[config.mk]
export PLATFORM = sky130hd
export DESIGN_NAME = mkd_core
export DESIGN_NICKNAME = d
export VERILOG_FILES = /design/src/rtl/mkd_pkg.sv /design/src/rtl/mkd_core.sv
export SDC_FILE = /design/constraint.sdc
export NUM_CORES = 1
export LEC_CHECK = 0
export ABC_AREA = 1
export BUFFER_PORTS_ARGS = -buffer_cell sky130_fd_sc_hd__buf_2
export CORE_ASPECT_RATIO = 0.6
export CORE_MARGIN = 2
export CORE_UTILIZATION = 53
export CTS_BUF_LIST = sky130_fd_sc_hd__clkbuf_16
export DETAILED_ROUTE_END_ITERATION = 10
export HOLD_SLACK_MARGIN = 0.08
export PLACE_DENSITY = 0.85
export SYNTH_ARGS = -nofsm -noshare
export SYNTH_HDL_FRONTEND = slang
export SYNTH_SLANG_ARGS = --single-unit
[constraint.sdc]
create_clock -name clk -period 2.89 [get_ports clk]
set_clock_uncertainty 0.1 [all_clocks]
set_input_delay 0.4335 -clock clk [delete_from_list [all_inputs] [get_ports clk]]
set_output_delay 0.4335 -clock clk [all_outputs]
set_load 0.05 [all_outputs]
[src/rtl/mkd_pkg.sv]
// Package for the Morse keyer decoder: register codes, reset values,
// shared structs and the Morse character table. No dependencies.
package mkd_pkg;

	localparam int DEF_COUNT_WIDTH = 16;
	localparam int CFG_WIDTH       = 16;
	localparam int CHAR_WIDTH      = 7;
	localparam int REG_IDX_WIDTH   = 2;
	localparam int SYM_CNT_WIDTH   = 3;
	localparam int SYM_BITS_WIDTH  = 5;

	localparam logic [SYM_CNT_WIDTH-1:0] MAX_SYMBOLS = 3'd5;
	localparam logic [SYM_CNT_WIDTH-1:0] TOO_LONG    = 3'd6;

	localparam logic [CFG_WIDTH-1:0] RST_DOT_MIN   = 16'd1875;
	localparam logic [CFG_WIDTH-1:0] RST_DOT_MAX   = 16'd12500;
	localparam logic [CFG_WIDTH-1:0] RST_DASH_MAX  = 16'd25000;
	localparam logic [CFG_WIDTH-1:0] RST_GAP_TICKS = 16'd25000;

	typedef enum logic [REG_IDX_WIDTH-1:0] {
		REG_DOT_MIN   = 2'd0,
		REG_DOT_MAX   = 2'd1,
		REG_DASH_MAX  = 2'd2,
		REG_GAP_TICKS = 2'd3
	} mkd_reg_t;

	typedef struct packed {
		logic [CFG_WIDTH-1:0] dot_min;
		logic [CFG_WIDTH-1:0] dot_max;
		logic [CFG_WIDTH-1:0] dash_max;
		logic [CFG_WIDTH-1:0] gap_ticks;
	} mkd_cfg_t;

	typedef struct packed {
		logic                  valid;
		logic [CHAR_WIDTH-1:0] character;
	} mkd_emit_t;

	// Symbol count and dot/dash pattern (first symbol in bit 0, 1 = dash)
	// to ASCII. Zero means the sequence is not a known character.
	function automatic logic [CHAR_WIDTH-1:0] morse_lookup(
		input logic [SYM_CNT_WIDTH-1:0]  cnt,
		input logic [SYM_BITS_WIDTH-1:0] bits
	);
		logic [CHAR_WIDTH-1:0] code;
		unique case ({cnt, bits})
			{3'd2, 5'd2}:  code = 7'h41;
			{3'd4, 5'd1}:  code = 7'h42;
			{3'd4, 5'd5}:  code = 7'h43;
			{3'd3, 5'd1}:  code = 7'h44;
			{3'd1, 5'd0}:  code = 7'h45;
			{3'd4, 5'd4}:  code = 7'h46;
			{3'd3, 5'd3}:  code = 7'h47;
			{3'd4, 5'd0}:  code = 7'h48;
			{3'd2, 5'd0}:  code = 7'h49;
			{3'd4, 5'd14}: code = 7'h4A;
			{3'd3, 5'd5}:  code = 7'h4B;
			{3'd4, 5'd2}:  code = 7'h4C;
			{3'd2, 5'd3}:  code = 7'h4D;
			{3'd2, 5'd1}:  code = 7'h4E;
			{3'd3, 5'd7}:  code = 7'h4F;
			{3'd4, 5'd6}:  code = 7'h50;
			{3'd4, 5'd11}: code = 7'h51;
			{3'd3, 5'd2}:  code = 7'h52;
			{3'd3, 5'd0}:  code = 7'h53;
			{3'd1, 5'd1}:  code = 7'h54;
			{3'd3, 5'd4}:  code = 7'h55;
			{3'd4, 5'd8}:  code = 7'h56;
			{3'd3, 5'd6}:  code = 7'h57;
			{3'd4, 5'd9}:  code = 7'h58;
			{3'd4, 5'd13}: code = 7'h59;
			{3'd4, 5'd3}:  code = 7'h5A;
			{3'd5, 5'd30}: code = 7'h31;
			{3'd5, 5'd28}: code = 7'h32;
			{3'd5, 5'd24}: code = 7'h33;
			{3'd5, 5'd16}: code = 7'h34;
			{3'd5, 5'd0}:  code = 7'h35;
			{3'd5, 5'd1}:  code = 7'h36;
			{3'd5, 5'd3}:  code = 7'h37;
			{3'd5, 5'd7}:  code = 7'h38;
			{3'd5, 5'd15}: code = 7'h39;
			{3'd5, 5'd31}: code = 7'h30;
			default:       code = '0;
		endcase
		return code;
	endfunction

endpackage

[src/rtl/mkd_core.sv]
// Tick-by-tick decoder state: press and gap counters, symbol sequence and
// the character lookup. Depends on mkd_pkg.
module mkd_core import mkd_pkg::*; #(
	parameter int COUNT_WIDTH = DEF_COUNT_WIDTH
) (
	input  logic      clk,
	input  logic      arst_n,
	input  logic      step,
	input  logic      pressed,
	input  mkd_cfg_t  cfg,
	output mkd_emit_t emit
);

	localparam int CMP_W = (COUNT_WIDTH > CFG_WIDTH) ? COUNT_WIDTH : CFG_WIDTH;
	localparam logic [COUNT_WIDTH-1:0] CNT_MAX = '1;
	localparam logic [COUNT_WIDTH-1:0] CNT_ONE = COUNT_WIDTH'(1);

	logic                      prev_q;
	logic [COUNT_WIDTH-1:0]    press_q;
	logic [COUNT_WIDTH-1:0]    gap_q;
	logic                      armed_q;
	logic [SYM_CNT_WIDTH-1:0]  sym_cnt_q;
	logic [SYM_BITS_WIDTH-1:0] sym_bits_q;

	logic                      prev_d;
	logic [COUNT_WIDTH-1:0]    press_d;
	logic [COUNT_WIDTH-1:0]    gap_d;
	logic                      armed_d;
	logic [SYM_CNT_WIDTH-1:0]  sym_cnt_d;
	logic [SYM_BITS_WIDTH-1:0] sym_bits_d;

	logic [COUNT_WIDTH-1:0]    press_inc;
	logic [COUNT_WIDTH-1:0]    gap_inc;
	logic [CMP_W-1:0]          press_x;
	logic                      is_dot;
	logic                      is_dash;
	logic [CHAR_WIDTH-1:0]     code;

	assign press_inc = (press_q == CNT_MAX) ? CNT_MAX : press_q + CNT_ONE;
	assign gap_inc   = (gap_q == CNT_MAX) ? CNT_MAX : gap_q + CNT_ONE;
	assign press_x   = CMP_W'(press_q);

	// A saturated press is never a symbol.
	assign is_dot  = (press_q != CNT_MAX) && (press_x >= CMP_W'(cfg.dot_min))
		&& (press_x <= CMP_W'(cfg.dot_max));
	assign is_dash = (press_q != CNT_MAX) && (press_x > CMP_W'(cfg.dot_max))
		&& (press_x <= CMP_W'(cfg.dash_max));

	assign code = morse_lookup(sym_cnt_q, sym_bits_q);

	always_comb begin
		prev_d         = pressed;
		press_d        = press_q;
		gap_d          = gap_q;
		armed_d        = armed_q;
		sym_cnt_d      = sym_cnt_q;
		sym_bits_d     = sym_bits_q;
		emit.valid     = 1'b0;
		emit.character = code;
		priority if (pressed && !prev_q) begin
			press_d = CNT_ONE;
			armed_d = 1'b0;
			gap_d   = '0;
		end else if (pressed) begin
			press_d = press_inc;
		end else if (prev_q) begin
			armed_d = 1'b1;
			gap_d   = '0;
			if (is_dot || is_dash) begin
				if (sym_cnt_q < MAX_SYMBOLS) begin
					sym_bits_d[sym_cnt_q] = is_dash;
					sym_cnt_d = sym_cnt_q + 3'd1;
				end else begin
					sym_cnt_d = TOO_LONG;
				end
			end else begin
				sym_cnt_d  = '0;
				sym_bits_d = '0;
			end
		end else if (armed_q) begin
			gap_d = gap_inc;
			if (CMP_W'(gap_inc) >= CMP_W'(cfg.gap_ticks)) begin
				emit.valid = (code != '0);
				sym_cnt_d  = '0;
				sym_bits_d = '0;
				armed_d    = 1'b0;
				gap_d      = '0;
			end
		end else begin
			// Key released with no gap running: the state holds.
			gap_d = gap_q;
		end
		if (!step) begin
			emit.valid = 1'b0;
		end
	end

	always_ff @(posedge clk or negedge arst_n) begin
		if (!arst_n) begin
			prev_q     <= 1'b0;
			press_q    <= '0;
			gap_q      <= '0;
			armed_q    <= 1'b0;
			sym_cnt_q  <= '0;
			sym_bits_q <= '0;
		end else if (step) begin
			prev_q     <= prev_d;
			press_q    <= press_d;
			gap_q      <= gap_d;
			armed_q    <= armed_d;
			sym_cnt_q  <= sym_cnt_d;
			sym_bits_q <= sym_bits_d;
		end
	end

endmodule

==> results_dict.tcl <==
set metrics [dict create \
    status "finished, violations left" \
    violations "setup timing" \
    required_ps 2360 \
    p_clk_share_pct 30.9 \
    internal-power_w 0.001153 \
    antenna_found_initial 0 \
    numCtsBuffers 5 \
    grt_first_pass_wirelength_um 24250 \
    nets 984 \
    cts_max_level 2 \
    grt_start_max_net_pins 43 \
    vias_per_cell 5.808 \
    ctsHoldBuffers 0 \
    max_freq_mhz 256.3 \
    core_area_sq_um 8653 \
    combPwrFrac_pct 32.8 \
    yosys.cell_types.count 43 \
    clock_path_buffers 2 \
    relSlewSlack_pct 34.67 \
    drt-pass1-iter-count 6 \
    finalHoldViolCount 0 \
    syn_nets 843 \
    track_usage_pct 29.80 \
    final_core_util_pct 70.98 \
    synth-seq-area-share_pct 21.90 \
    seqCellArea_sq_um 1052 \
    worstSetupStartpointType "register" \
    dr.first_iter.drc_count 615 \
    path_max_fanout 7 \
    synth_warnings 0 \
    vdd_drop_max_v 0.0002167 \
    tns_ps -17020 \
    cts_tree "done" \
    worstSetupPathType "reg -> out" \
    die_y_um 77.70 \
    synth.cell_area_sq_um 4798 \
    wl_per_cell_um 16.13 \
    syn_avg_cell_area_sq_um 6.777 \
    async_flop_share_pct 100.0 \
    finalCritPeriodShare_pct 135.0 \
    area_growth_pct 28.01 \
    drt_wl_total_um 15520 \
    netlist_instances 708 \
    critical_path_arrival_ps 3370 \
    gp_congestion 0.9222 \
    port_buffers 75 \
    rows 26 \
    synth_edf_count 0 \
    clk_latency_ps 300 \
    synth.largest_area_cell "dfrtp_1" \
    setup_violations 26 \
    die_w_um 126.8 \
    start_util_pct 55.45 \
    grt_pass1_vias 5418 \
    r2r-start "gap_q[1]$_DFFE_PN0P_" \
    cap_violations 0 \
    critPathLaunch "gap_q[1]$_DFFE_PN0P_" \
    clk_pin_slew_worst_paths_ps 70 \
    swShare_pct 36.57 \
    fill_cells 641 \
    setup_slack_ps -1011 \
    power_density_nw_per_um2 295.8 \
    p_leak_nw 3.492 \
    hp-class "in -> async" \
    yosys.cell_count.top_type "inv_1" \
    die-area_sq_um 9855 \
    synth_common_cells "inv_1, nand2_1, ha_1, o21ai_0, nor2_1" \
    io_pins 76 \
    worstSetupEndpointType "primary output" \
    ys_top_cells_by_area "dfrtp_1, ha_1, inv_1, nand2_1, o21ai_0" \
    clock_sinks 42 \
    ant_nets 0 \
    worstMarginPinSlew_ps 979.9 \
    diodes 0 \
    period_needed_ps 3901 \
    p_switching_w 0.0006645 \
    yosys_register_bits 42 \
    drive_gt1_share_pct 28.12 \
    synth_top_area_share_pct 21.90 \
    multi_input_area_sq_um 3362 \
    p_seq_share_pct 36.3 \
    ys.flop_type "dfrtp_1" \
    drc 0 \
    grt_setup_unrepaired "true" \
    cts_root_buf "clkbuf_16" \
    vias 5587 \
    grt.overflow.total 0 \
    maxSlewViolCount 0 \
    hpwl_um 10960 \
]
==> path summary, 6_finish.rpt <==
kind / to / slack, ps / depth (start not counted)
setup / recovery: emit[7] / -1010 / 20
hold / removal: gap_q[13]$_DFFE_PN0P_ / 190 / 1
setup reg to reg: gap_q[0]$_DFFE_PN0P_ / -750 / 21
hold reg to reg: sym_bits_q[2]$_DFFE_PN0P_ / 460 / 2
max in group asynchronous: sym_bits_q[0]$_DFFE_PN0P_ / 1820 / 1
min in group clk: prev_q$_DFFE_PN0P_ / 260 / 2
==> per-stage QoR <==
| step | worst slack (ps) | hold slack [ps] | total power [W] | instances | cell area (sq um) |
|---|---|---|---|---|---|
| 2_1_floorplan | -186.1 | 37.91 | 0.001000 | 708 | 4823 |
| 3_3_place_gp | -385.3 | 447.1 | 0.001158 | 931 | 5637 |
| 3_5_place_dp | -512.2 | 447.6 | 0.001191 | 931 | 5637 |
| 4_1_cts | -621.7 | 232.0 | 0.001769 | 947 | 5869 |
| 5_1_grt | -1186 | 281.0 | 0.001911 | 962 | 6142 |
| 6_report | -1011 | 187.8 | 0.001817 | 962 | 6142 |
==> worst max-delay path: stages, from the launching register on <==
cell and delay [ps]:
dfrtp_1 400, ha_4 170, nand3_4 90, nor3_4 270
buf_4 160, nand3_2 80, nor2_2 140, inv_2 100
o21ai_1 130, ha_1 250, nand2_1 130, nor2_2 180
nor2_1 80, o21ai_1 180, nand2_1 140, nand3_1 90
nand2_1 60, inv_2 70, nand3_2 70, nor2_4 100
buf_8 150
==> power by group through the flow <==
stage / clock network, W / logic (W) / registers [W]
after global routing: 0.000589 / 0.000658 / 0.000664
after global placement: 0 / 0.000494 / 0.000664
after CTS: 0.000564 / 0.000551 / 0.000654
final: 0.000561 / 0.000596 / 0.000660
after detailed placement: 0 / 0.000524 / 0.000667
after floorplan: 0 / 0.000344 / 0.000657
==> state kept, by name, summed over array words and instances, names as in the netlist <==
| register | cells |
|---|---|
| prev_q | 1 |
| armed_q | 1 |
| sym_bits_q | 5 |
| sym_cnt_q | 3 |
| gap_q | 16 |
| press_q | 16 |
==> metal layers <==
layer / share of wire, % / vias to the layer above / track usage [%]
li1: - / 2591 / -
met1: 42 / 2597 / 38.94
met2: 46 / 339 / 50.22
met3: 8.8 / 60 / 5.655
met4: 2.8 / 0 / 9.121
met5: 0 / - / 0
==> logic make-up after synthesis <==
family          Yosys count  synth area share (%)
simple gates            303                 31.11
buf+inv                 154                 12.28
compound gates          126                 14.32
fa+ha+maj                67                 17.47
flops                    42                 21.90
xor+xnor                 16                 2.921
==> placed cells by master, fill, tap and decap left out, types with 10 or more instances in the layout <==
master / netlist / layout
a21oi_1: 38 / 34
buf_2: 3 / 73
buf_4: 0 / 66
dfrtp_1: 42 / 41
ha_1: 67 / 63
inv_1: 138 / 135
inv_2: 9 / 12
nand2_1: 129 / 125
nand2_2: 7 / 10
nand3_1: 46 / 41
nand3_2: 9 / 12
nand4_1: 12 / 12
nor2_1: 55 / 48
nor2_2: 10 / 12
nor2_4: 7 / 12
nor3_1: 13 / 13
o21ai_0: 61 / 48
o21ai_1: 7 / 18
xor2_1: 15 / 15
==> repair_timing <==
action                                  CTS  global route
setup buffers                             8            15
pin swaps                                13            12
gates resized for setup                  15            41
endpoints found under the setup margin   25            28
endpoints found under the hold margin     0             0
==> final cells by class <==
cell class	instances	share of cell area [%]
Multi-Input combinational cell	512	54.74
Tap cell	112	2.282
Sequential cell	42	17.13
Clock buffer	5	2.037
Inverter	147	9.024
Timing Repair Buffer	141	14.59
Clock inverter	3	0.2037
Note: power is estimated with default switching activity, not from simulation.
